`src/rtl/core/jtsq_pkg.sv`:
```
// Shared types, TAP tables and helper functions for the JTAG TAP master sequencer.
`timescale 1ns / 1ps
package jtsq_pkg;

    // Field widths
    localparam int STATE_W = 4;
    localparam int DATA_W  = 8;
    localparam int COUNT_W = 4;

    // Chain reset length and result limit per command
    localparam int RESET_CLOCKS = 32;
    localparam int MAX_RESULTS  = 32;
    localparam int IDX_W        = $clog2(MAX_RESULTS);
    localparam int RST_TOTAL    = (RESET_CLOCKS > MAX_RESULTS) ? MAX_RESULTS :
                                  ((RESET_CLOCKS < 1) ? 1 : RESET_CLOCKS);
    localparam logic [IDX_W-1:0] RST_LAST = IDX_W'(RST_TOTAL - 1);
    localparam logic [IDX_W-1:0] IDX_LAST = IDX_W'(MAX_RESULTS - 1);

    // Largest shift length
    localparam logic [COUNT_W-1:0] MAX_SHIFT = COUNT_W'(DATA_W);

    // Test-Logic-Reset
    localparam logic [STATE_W-1:0] TAP_TLR = '0;

    // Command opcodes
    typedef enum logic [1:0] {
        OP_RESET = 2'd0,
        OP_GOTO  = 2'd1,
        OP_SHIFT = 2'd2
    } op_t;

    // Back-end sequencer states
    typedef enum logic {
        ST_IDLE = 1'b0,
        ST_RUN  = 1'b1
    } seq_state_t;

    // Classified command as it travels through the queue
    typedef struct packed {
        op_t                op;
        logic [STATE_W-1:0] target;
        logic [DATA_W-1:0]  data;
        logic [COUNT_W-1:0] count;
        logic               exit_last;
        logic [DATA_W-1:0]  tdo;
    } cmd_t;

    // High nibble: successor for TMS=1, low nibble: successor for TMS=0
    localparam logic [7:0] TAP_NEXT [16] = '{
        8'h01, 8'h21, 8'h93, 8'h54, 8'h54, 8'h86, 8'h76, 8'h84,
        8'h21, 8'h0A, 8'hCB, 8'hCB, 8'hFD, 8'hED, 8'hFB, 8'h21
    };

    // Bit w of entry s: TMS to drive in state s to move toward state w
    localparam logic [15:0] TAP_ROUTE [16] = '{
        16'h0001, 16'hFFFD, 16'hFE03, 16'hFFE7,
        16'hFFEF, 16'hFF0F, 16'hFFBF, 16'hFF0F,
        16'hFEFD, 16'h01FF, 16'hF3FF, 16'hF7FF,
        16'h87FF, 16'hDFFF, 16'h87FF, 16'hFEFD
    };

    function automatic logic [STATE_W-1:0] tap_succ(input logic [STATE_W-1:0] s,
                                                     input logic tms);
        logic [7:0] entry;
        entry = TAP_NEXT[s];
        return tms ? entry[7:4] : entry[3:0];
    endfunction

    function automatic logic route_tms(input logic [STATE_W-1:0] s,
                                       input logic [STATE_W-1:0] target);
        logic [15:0] entry;
        entry = TAP_ROUTE[s];
        return entry[target];
    endfunction

endpackage

```
`src/rtl/core/jtag_tap_master_sequencer.sv`:
```
// Top level of the JTAG TAP master sequencer: front end, command queue and back end.
//
//  Channel | Direction | Handshake           | Payload
//  --------+-----------+---------------------+----------------------------------------------
//  in      | input     | in_valid / in_stall | opcode, target_state, shift_data, bit_count,
//          |           |                     | exit_on_last, tdo_levels
//  out     | output    | out_valid/out_stall | tdi_level, tms_level, captured_byte,
//          |           |                     | state_after, last_clock
//
// A command yields one result per cycle while the output is not stalled: 32 for reset,
// up to 32 for goto, 1 to 8 for shift. The back end loads each command from the queue
// in its idle state before it runs it, and a goto that is already at its target gives
// no result.
// Two commands can wait in the queue while the back end runs; in_stall rises when it is full.
// Commands that give no result (unused opcode, zero-length shift) are accepted and dropped.
// Reset puts the tracked TAP state in Test-Logic-Reset and empties queue and output register.
`timescale 1ns / 1ps
module jtag_tap_master_sequencer
    import jtsq_pkg::*;
(
    input  logic               clk,
    input  logic               rst_n,
    input  logic               in_valid,
    output logic               in_stall,
    input  logic [1:0]         opcode,
    input  logic [STATE_W-1:0] target_state,
    input  logic [DATA_W-1:0]  shift_data,
    input  logic [COUNT_W-1:0] bit_count,
    input  logic               exit_on_last,
    input  logic [DATA_W-1:0]  tdo_levels,
    output logic               out_valid,
    input  logic               out_stall,
    output logic               tdi_level,
    output logic               tms_level,
    output logic [DATA_W-1:0]  captured_byte,
    output logic [STATE_W-1:0] state_after,
    output logic               last_clock
);

    logic q_full;
    logic q_not_empty;
    logic push;
    logic pop;
    cmd_t push_cmd;
    cmd_t head_cmd;

    jtsq_front u_front (
        .in_valid     (in_valid),
        .q_full       (q_full),
        .opcode       (opcode),
        .target_state (target_state),
        .shift_data   (shift_data),
        .bit_count    (bit_count),
        .exit_on_last (exit_on_last),
        .tdo_levels   (tdo_levels),
        .in_stall     (in_stall),
        .push         (push),
        .push_cmd     (push_cmd)
    );

    jtsq_queue u_queue (
        .clk       (clk),
        .rst_n     (rst_n),
        .push      (push),
        .push_cmd  (push_cmd),
        .pop       (pop),
        .full      (q_full),
        .not_empty (q_not_empty),
        .head_cmd  (head_cmd)
    );

    jtsq_back u_back (
        .clk           (clk),
        .rst_n         (rst_n),
        .q_not_empty   (q_not_empty),
        .q_cmd         (head_cmd),
        .q_pop         (pop),
        .out_stall     (out_stall),
        .out_valid     (out_valid),
        .tdi_level     (tdi_level),
        .tms_level     (tms_level),
        .captured_byte (captured_byte),
        .state_after   (state_after),
        .last_clock    (last_clock)
    );

endmodule

```
`src/rtl/core/jtsq_front.sv`:
```
// Front end: accepts input transactions, classifies them and clamps the shift length.
`timescale 1ns / 1ps
module jtsq_front
    import jtsq_pkg::*;
(
    input  logic               in_valid,
    input  logic               q_full,
    input  logic [1:0]         opcode,
    input  logic [STATE_W-1:0] target_state,
    input  logic [DATA_W-1:0]  shift_data,
    input  logic [COUNT_W-1:0] bit_count,
    input  logic               exit_on_last,
    input  logic [DATA_W-1:0]  tdo_levels,
    output logic               in_stall,
    output logic               push,
    output cmd_t               push_cmd
);

    logic               accept;
    logic [COUNT_W-1:0] count_clamped;
    logic               keep;

    // Hold off new transactions while the queue has no room
    assign in_stall = q_full;
    assign accept   = in_valid && !q_full;

    // Clamp shift length to one byte
    assign count_clamped = (bit_count > MAX_SHIFT) ? MAX_SHIFT : bit_count;

    // Drop commands that can never produce a result
    always_comb
    begin
        keep = 1'b0;
        case (opcode)
            OP_RESET: keep = 1'b1;
            OP_GOTO:  keep = 1'b1;
            OP_SHIFT: keep = (count_clamped != '0);
            default:  keep = 1'b0;
        endcase
    end

    // Build the queued command
    always_comb
    begin
        push_cmd.op        = op_t'(opcode);
        push_cmd.target    = target_state;
        push_cmd.data      = shift_data;
        push_cmd.count     = count_clamped;
        push_cmd.exit_last = exit_on_last;
        push_cmd.tdo       = tdo_levels;
    end

    assign push = accept && keep;

endmodule

```
`src/rtl/core/jtsq_queue.sv`:
```
// Two-entry command queue between the front end and the back end.
`timescale 1ns / 1ps
module jtsq_queue
    import jtsq_pkg::*;
(
    input  logic clk,
    input  logic rst_n,
    input  logic push,
    input  cmd_t push_cmd,
    input  logic pop,
    output logic full,
    output logic not_empty,
    output cmd_t head_cmd
);

    cmd_t       mem [2];
    logic       wr_ptr_reg;
    logic       wr_ptr_next;
    logic       rd_ptr_reg;
    logic       rd_ptr_next;
    logic [1:0] fill_reg;
    logic [1:0] fill_next;
    logic       do_push;
    logic       do_pop;

    assign full      = (fill_reg == 2'd2);
    assign not_empty = (fill_reg != 2'd0);
    assign do_push   = push && !full;
    assign do_pop    = pop && not_empty;
    assign head_cmd  = mem[rd_ptr_reg];

    // Advance pointers and fill level
    always_comb
    begin
        wr_ptr_next = do_push ? !wr_ptr_reg : wr_ptr_reg;
        rd_ptr_next = do_pop ? !rd_ptr_reg : rd_ptr_reg;
        fill_next   = fill_reg;
        if (do_push && !do_pop)
        begin
            fill_next = fill_reg + 2'd1;
        end
        else if (do_pop && !do_push)
        begin
            fill_next = fill_reg - 2'd1;
        end
    end

    always_ff @(posedge clk or negedge rst_n)
    begin
        if (!rst_n)
        begin
            wr_ptr_reg <= 1'b0;
            rd_ptr_reg <= 1'b0;
            fill_reg   <= 2'd0;
        end
        else
        begin
            wr_ptr_reg <= wr_ptr_next;
            rd_ptr_reg <= rd_ptr_next;
            fill_reg   <= fill_next;
        end
    end

    // Store the command payload
    always_ff @(posedge clk)
    begin
        if (do_push)
        begin
            mem[wr_ptr_reg] <= push_cmd;
        end
    end

endmodule

```
`src/rtl/core/jtsq_back.sv`:
```
// Back end: tracks the TAP state and emits one TCK clock result per cycle while the output is not stalled.
`timescale 1ns / 1ps
module jtsq_back
    import jtsq_pkg::*;
(
    input  logic               clk,
    input  logic               rst_n,
    input  logic               q_not_empty,
    input  cmd_t               q_cmd,
    output logic               q_pop,
    input  logic               out_stall,
    output logic               out_valid,
    output logic               tdi_level,
    output logic               tms_level,
    output logic [DATA_W-1:0]  captured_byte,
    output logic [STATE_W-1:0] state_after,
    output logic               last_clock
);

    seq_state_t         state_reg;
    seq_state_t         state_next;
    logic [STATE_W-1:0] tap_reg;
    logic [STATE_W-1:0] tap_next;
    cmd_t               cmd_reg;
    logic [IDX_W-1:0]   idx_reg;
    logic [IDX_W-1:0]   idx_next;

    logic               out_valid_reg;
    logic               out_valid_next;
    logic               tdi_reg;
    logic               tms_reg;
    logic [DATA_W-1:0]  cap_reg;
    logic [STATE_W-1:0] st_reg;
    logic               last_reg;

    logic               can_emit;
    logic               emit;
    logic               finish;
    logic               e_tdi;
    logic               e_tms;
    logic [DATA_W-1:0]  e_cap;
    logic [STATE_W-1:0] e_st;
    logic               e_last;
    logic [2:0]         bit_idx;

    assign can_emit = !out_valid_reg || !out_stall;
    assign q_pop    = (state_reg == ST_IDLE) && q_not_empty;
    assign bit_idx  = idx_reg[2:0];

    // Next state of the sequencer
    always_comb
    begin
        state_next = state_reg;
        case (state_reg)
            ST_IDLE: if (q_not_empty) state_next = ST_RUN;
            ST_RUN:  if (finish) state_next = ST_IDLE;
            default: state_next = ST_IDLE;
        endcase
    end

    // Work out the clock to emit for the active command
    always_comb
    begin
        emit     = 1'b0;
        finish   = 1'b0;
        e_tdi    = 1'b1;
        e_tms    = 1'b1;
        e_cap    = '0;
        e_st     = tap_reg;
        e_last   = 1'b0;
        tap_next = tap_reg;
        if (state_reg == ST_RUN)
        begin
            case (cmd_reg.op)
                OP_RESET:
                begin
                    e_last = (idx_reg == RST_LAST);
                    e_st   = e_last ? TAP_TLR : tap_succ(tap_reg, 1'b1);
                    if (can_emit)
                    begin
                        emit     = 1'b1;
                        tap_next = e_st;
                        finish   = e_last;
                    end
                end
                OP_GOTO:
                begin
                    e_tms  = route_tms(tap_reg, cmd_reg.target);
                    e_st   = tap_succ(tap_reg, e_tms);
                    e_last = (e_st == cmd_reg.target);
                    if (tap_reg == cmd_reg.target)
                    begin
                        finish = 1'b1;
                    end
                    else if (can_emit)
                    begin
                        emit     = 1'b1;
                        tap_next = e_st;
                        finish   = e_last || (idx_reg == IDX_LAST);
                    end
                end
                OP_SHIFT:
                begin
                    e_last = ({1'b0, bit_idx} == (cmd_reg.count - COUNT_W'(1)));
                    e_tms  = cmd_reg.exit_last && e_last;
                    e_tdi  = cmd_reg.data[bit_idx];
                    e_st   = e_tms ? tap_succ(tap_reg, 1'b1) : tap_reg;
                    // Keep returned TDO bits up to the current clock
                    for (int j = 0; j < DATA_W; j++)
                    begin
                        e_cap[j] = cmd_reg.tdo[j] && (3'(j) <= bit_idx);
                    end
                    if (can_emit)
                    begin
                        emit = 1'b1;
                        if (e_last)
                        begin
                            tap_next = e_st;
                            finish   = 1'b1;
                        end
                    end
                end
                default: finish = 1'b1;
            endcase
        end
    end

    // Advance the clock index, restart it on each new command
    always_comb
    begin
        idx_next = idx_reg;
        if (q_pop)
        begin
            idx_next = '0;
        end
        else if (emit)
        begin
            idx_next = idx_reg + IDX_W'(1);
        end
    end

    // Hold the result until it is taken
    assign out_valid_next = emit ? 1'b1 : (out_valid_reg && out_stall);

    always_ff @(posedge clk or negedge rst_n)
    begin
        if (!rst_n)
        begin
            state_reg     <= ST_IDLE;
            tap_reg       <= TAP_TLR;
            idx_reg       <= '0;
            out_valid_reg <= 1'b0;
        end
        else
        begin
            state_reg     <= state_next;
            tap_reg       <= tap_next;
            idx_reg       <= idx_next;
            out_valid_reg <= out_valid_next;
        end
    end

    // Load command and result payloads
    always_ff @(posedge clk)
    begin
        if (q_pop)
        begin
            cmd_reg <= q_cmd;
        end
        if (emit)
        begin
            tdi_reg  <= e_tdi;
            tms_reg  <= e_tms;
            cap_reg  <= e_cap;
            st_reg   <= e_st;
            last_reg <= e_last;
        end
    end

    assign out_valid     = out_valid_reg;
    assign tdi_level     = tdi_reg;
    assign tms_level     = tms_reg;
    assign captured_byte = cap_reg;
    assign state_after   = st_reg;
    assign last_clock    = last_reg;

endmodule

```
`config.mk`:
```
export PLATFORM = sky130hd
export DESIGN_NAME = jtag_tap_master_sequencer
export DESIGN_NICKNAME = d
export VERILOG_FILES = /design/src/rtl/core/jtsq_pkg.sv /design/src/rtl/core/jtag_tap_master_sequencer.sv /design/src/rtl/core/jtsq_front.sv /design/src/rtl/core/jtsq_queue.sv /design/src/rtl/core/jtsq_back.sv
export SDC_FILE = /design/constraint.sdc
export NUM_CORES = 1
export LEC_CHECK = 0
export BUFFER_PORTS_ARGS = -buffer_cell sky130_fd_sc_hd__buf_2
export CAP_MARGIN = 10
export CORE_MARGIN = 2
export CORE_UTILIZATION = 50
export CTS_CLUSTER_SIZE = 12
export DETAILED_ROUTE_END_ITERATION = 16
export GPL_TIMING_DRIVEN = 0
export PLACE_DENSITY = 0.69
export SLEW_MARGIN = 10
export SYNTH_ARGS = -nofsm -noshare
export SYNTH_HDL_FRONTEND = slang
export SYNTH_SLANG_ARGS = --single-unit
```
`constraint.sdc`:
```
create_clock -name clk -period 3.6 [get_ports clk]
set_input_delay 0.36 -clock clk [delete_from_list [all_inputs] [get_ports clk]]
set_output_delay 0.36 -clock clk [all_outputs]
set_load 0.005 [all_outputs]
```
; ---- Yosys cells after proc, flatten, opt, wreduce, memory -nomap -nowiden
; Memories as Yosys holds them, arrays and structs flattened. A register that Yosys moved wholly into a read port is not among the register bits.
; Index checks and enable logic that the tools add are counted.
[word_totals]
n_memories = 3
rom_bits = 384
register_bits = 30
ram_bits = 54
input_bits = 31
[memory_table]
columns = name, depth, word_bits, rd, rd_clocked_by_memory_dff, write_ports, line
row1 = (name not given), 16, 16, 1, 0, 0, jtsq_pkg.sv:72  ; entry = TAP_ROUTE[s];
row2 = (name not given), 16, 8, 1, 0, 0, jtsq_pkg.sv:65  ; entry = TAP_NEXT[s];
row3 = u_queue.mem, 2, 27, 1, 1, 1, jtsq_queue.sv:16  ; cmd_t mem [2];
[op_classes]
addsub = 4
mux = 44
n_lt_le_gt_ge = 12
reduce_logical = 37
bitwise_logic = 2
n_eq_ne = 14
[op_table]
columns = cell, count
row1 = 2-to-1 mux 4 bit, 10
row2 = 2-to-1 mux 16 bit, 2
row3 = one-hot mux 4 bit (3 select lines), 2
row4 = logical AND 1 bit, 17
row5 = 2-to-1 mux 1 bit, 16
row6 = 2-to-1 mux 8 bit, 2
row7 = "<= comparator 3 bit, first input constant", 4
row8 = 2-to-1 mux 5 bit, 2
row9 = equality test 4 bit, 2
row10 = "inequality test 2 x 1 -> 1 bit, second input constant", 4
row11 = one-hot mux 1 bit (2 select lines), 4
row12 = logical NOT 1 bit, 7
row13 = AND reduction 7 bit, 1
row14 = "equality test 2 bit, second input constant", 3
row15 = "<= comparator 1 x 3 -> 1 bit, first input constant", 2
row16 = "<= comparator 2 x 3 -> 1 bit, first input constant", 2
row17 = one-hot mux 1 bit (3 select lines), 2
row18 = nonzero test 2 bit, 3
row19 = "adder 5 x 1 -> 5 bit, second input constant", 1
row20 = "equality test 5 bit, second input constant", 1
row21 = ">= comparator 5 bit, second input constant", 1
row22 = "< comparator 4 x 5 -> 1 bit, second input constant", 1
row23 = inverter 4 -> 5 bit, 1
row24 = binary-select mux 1 bit (select 4 bit), 1
row25 = other kinds (17), 22

; ---- Logic depth before layout (Yosys ltp)
[depth]
depth_word = 15
mapped_depth = 11

; ---- Cells and area by module
; From an unflattened synthesis, not the netlist that was laid out.
[unflattened]
hier_cells = 433
area_unflattened_um2 = 5631.7
[by_module_without_submodules]
columns = mod, seq_area_each_um2, instances, cells_per_inst, area_each_um2
row1 = jtsq_back, 1536.5, 1, 298, 3153.0
row2 = jtsq_queue, 1721.7, 1, 103, 2248.4
row3 = jtsq_front, 0.0, 1, 32, 230.2

; ---- Least setup slack after synthesis
; Ideal clock, no wire load.
[synth_path]
path_kind = register -> register
start = reg u_back.tap_reg[1]
end = reg u_back.st_reg[2], in the netlist u_back.state_after[2], data pin
path_buffers = 1
arrival_time_ns = 2.736
path_slack_ns = 0.595
stages_incl_launch_ff = 12
t_required_ns = 3.331
path_cell_list = dfrtp_1 > clkbuf_1 > inv_1 > ha_1 > mux2_4 > and3_4 > a2111oi_4 > a2111oi_4 > nor2_2 > mux2_2 > a22oi_1 > a31oi_1
[synth_between]
elab_chain_len = 9
word_cells_on_any_way = 14
[synth_rtl]
columns = item, line
row1 = from (decl), jtsq_back.sv:22  ; logic [STATE_W-1:0] tap_reg;
row2 = from (signal assigned), jtsq_back.sv:157  ; tap_reg <= tap_next;
row3 = inverter 4 -> 5 bit (not written as such) *, "jtsq_pkg.sv:65, jtsq_pkg.sv:72"
row4 = memory (16 x 16 bit), -
row5 = 2-to-1 mux 16 bit (not written as such) (2 in series), jtsq_pkg.sv:72
row6 = binary-select mux 1 bit (select 4 bit), jtsq_pkg.sv:73  ; return entry[target];
row7 = 2-to-1 mux 1 bit (not written as such), jtsq_pkg.sv:73
row8 = 2-to-1 mux 4 bit, jtsq_pkg.sv:66  ; return tms ? entry[7:4] : entry[3:0];
row9 = one-hot mux 4 bit (3 select lines) *, jtsq_back.sv:74  ; case (cmd_reg.op)
row10 = 2-to-1 mux 4 bit *, jtsq_back.sv:72  ; if (state_reg == ST_RUN)
row11 = net u_back.e_st[2], jtsq_back.sv:42  ; logic [STATE_W-1:0] e_st;
row12 = to (signal assigned), jtsq_back.sv:175  ; st_reg <= e_st;
row13 = to (decl), jtsq_back.sv:33  ; logic [STATE_W-1:0] st_reg;
; The timed path passes the listed nets; every way through them passes the cells marked *. The select of a mux whose other input is x is not followed.
; A chain may end at the register's enable or synchronous reset.

; ---- Final worst setup path
[layout_path]
start = reg u_back.tap_reg[0]
end = reg u_back.st_reg[2], in the netlist u_back.state_after[2], data pin
; The elaborated chain is that of the path after synthesis.

==> results.toml <==
[critical_path]
r2r_start = "u_back.tap_reg[0]$_DFFE_PN0P_"
endpoint = "u_back.state_after[2]$_DFFE_PP_"
critPathCaptureType = "register"
cp_max_fo = 9
required_ns = 3.70
crit_type = "reg -> reg"
r2r_slack_ns = 0.30
crit_start = "u_back.tap_reg[0]$_DFFE_PN0P_"
worstReg2RegEnd = "u_back.state_after[2]$_DFFE_PP_"
reg2reg_depth = 10
cp_data_arrival_time_ns = 3.40
setup.worst_path.start_class = "register"

[global_route]
grt_start_max_net_pins = 28
grt_pass1_vias = 3244
grtUsageMet1 = 0.247
grt_use_total = 0.179
antenna_found_initial = 0
overflow = 0
grt_pass1_wl_mm = 15.9
grt.met3_usage = 0.0310
gr-usage-met2 = 0.286
grt.busiest_layer = "met2"

[synthesis]
ys.flop_type = "edfxtp_1"
synth-simple-area-share = 0.0943
synthTopCellsByArea = "edfxtp_1, dfrtp_1, mux2_2"
synth_edf_count = 96
avgSynthCellArea_sq_um = 13.5
synth_top_family_by_area = "multiplexers"
syn_nets = 439
synth_mux_area_frac = 0.0948
yosys_register_bits = 111
synth_top_area_share = 0.546
synthAdderAreaFrac = 0.0427
syn_inst = 390
yosys.cell_types.count = 60
synth_compound_area_frac = 0.0894
yosysSeqAreaShare = 0.617
yosysWarningCount = 0
async_flop_share = 0.135
synthXorXnorAreaFrac = 0.0332
synth.cell_area_sq_um = 5280
yosysTopAreaCell = "edfxtp_1"

[die]
ioPinCount = 48
fp.dieW_microns = 107
rows = 37
die_area_sq_um = 11400
start_util = 0.514
core_sq_um = 10300
fp.dieH_microns = 107

[clocking]
cts_tree = "yes"
numCtsBuffers = 9
cts.path.max_buffers = 2
clock_sinks = 111
cts_htree_levels = 3
clk-insertion-delay-late_ns = 0.37
clockRootBuffer = "clkbuf_8"
cts_setup_buffers = 0
cts.clk_slew.worst_paths_ns = 0.12

[drt]
vias_per_cell = 5.51
wl_mm = 9.56
drc = 0
num_vias = 3259
ant_nets = 0
drt_iter0_drc = 159
wl_per_cell_microns = 16.2
firstDrtPassIters = 4

[timing]
fin_skew_ns = 0.0169
slew_violations = 0
slew_headroom = 0.207
setup_viol = 0
period_needed_ns = 3.30
hold_violations = 0
fmax_mhz = 303
period_share = 0.917
worst_pin_slew_ns = 1.19
rsz0062_at_grt = "no"
fin_tns_setup_ns = 0

[placed_design]
dp.cells = 574
post-dp-hpwl_mm = 6.65
place.gp.congestion = 0.871
port_buffers = 47

[worst_hold_path]
worstHoldPathType = "in -> reg"

[finish]
stdcell_count = 591
largest_reg_flops = 54
finalNetCount = 499
diodes = 0
area_growth_pct = 12.6
drive_gt1_frac = 0.248

[outcome]
outcome = "finished clean"

[run]
cap_violations = 0

[power]
ir_drop_mv = 0.310
finalPower_mw = 4.85
leakage_nw = 2.23
p_per_area_nw_per_um2 = 815
## worst min-delay path by stage
stage / start / end / slack [ns] / cells after the start
6_report: shift_data[0] / u_queue.mem[0][13]$_DFFE_PP_ / 0.17 / 1
3_3_place_gp: rst_n / u_back.tap_reg[3]$_DFFE_PN0P_ / 0.30 / 1
4_1_cts: shift_data[0] / u_queue.mem[0][13]$_DFFE_PP_ / 0.15 / 1
3_5_place_dp: rst_n / u_back.tap_reg[3]$_DFFE_PN0P_ / 0.30 / 1
5_1_grt: shift_data[2] / u_queue.mem[0][15]$_DFFE_PP_ / 0.14 / 1
2_1_floorplan: rst_n / u_back.idx_reg[0]$_DFFE_PN0P_ / 0.06 / 0
## per-layer routing
| layer | vias up | routed length [microns] |
|---|---|---|
| met3 | 10 | 414 |
| li1 | 1570 | - |
| met4 | 0 | 109 |
| met5 | - | 0 |
| met2 | 84 | 4640 |
| met1 | 1595 | 4390 |
## placed cells by master (no fill, tap or decap), types with 9 or more instances in the layout
cell type / instances
ha_1: 18
nand2_1: 26
xor2_1: 11
mux2_2: 30
inv_1: 16
clkbuf_8: 9
nor2_1: 26
a21oi_1: 14
edfxtp_1: 96
xnor2_1: 9
nor2b_1: 12
clkbuf_1: 12
dfrtp_1: 15
buf_2: 50
o21ai_0: 11
## critical path: stages, from the launching register on
cell and delay (ns):
dfrtp_1 0.52, inv_1 0.24, ha_1 0.29, nor2b_1 0.17
nand3b_1 0.27, nor3b_1 0.21, o311a_2 0.41, nor2_4 0.23
mux2_2 0.36, a22oi_1 0.23, a31oi_1 0.12
## cells by family (layout without fill, tap and decap cells)
| group | Yosys count | after routing |
|---|---|---|
| DFF | 111 | 111 |
| and+or+nand+nor | 99 | 99 |
| buffers and inverters | 36 | 101 |
| AOI/OAI and AO/OA | 64 | 64 |
| muxes | 42 | 42 |
| adders and majority gates | 18 | 18 |
| xor gates and xnor gates | 20 | 20 |
## cells in the mapped netlist, types with 8 or more instances
master	count
edfxtp_1	96
mux2_2	30
nor2_1	28
nand2_1	26
ha_1	18
inv_1	16
dfrtp_1	15
a21oi_1	14
clkbuf_1	13
nor2b_1	12
o21ai_0	11
xor2_1	11
xnor2_1	9
a31oi_1	8
mux2i_1	8
## final cells by class
type	count	area (sq um)
Clock buffer	9	124
Inverter	17	63.8
Timing Repair Buffer	49	273
Clock inverter	7	77.6
Multi-Input combinational cell	243	1890
Fill cell	855	4330
Tap cell	136	170
Buffer	19	87.6
Sequential cell	111	3260
## report_power, final
part	switching [mW]	total (mW)	internal (mW)	leakage (nW)
Sequential	0.165	2.03	1.87	1.08
Clock	0.464	0.743	0.280	0.0987
Combinational	1.21	2.07	0.865	1.06
Total	1.84	4.85	3.01	2.23
## stage by stage
step | utilization | hold WS, ns | worst slack [ns] | cell area, sq um
after floorplan | - | 0.0644 | 0.595 | 5280
after global placement | 0.553 | 0.299 | 0.120 | 5680
after detailed placement | 0.557 | 0.301 | 0.148 | 5730
after CTS | 0.578 | 0.146 | 0.136 | 5940
after global routing | 0.579 | 0.143 | 0.0923 | 5950
final | 0.579 | 0.166 | 0.299 | 5950
## repair_timing
item	4_1_cts	5_1_grt
hold endpoints to repair	15	0
resized for setup	0	3
hold buffers	1	0
endpoints found under the setup margin	0	3
Power figures use the tool's default switching activity.
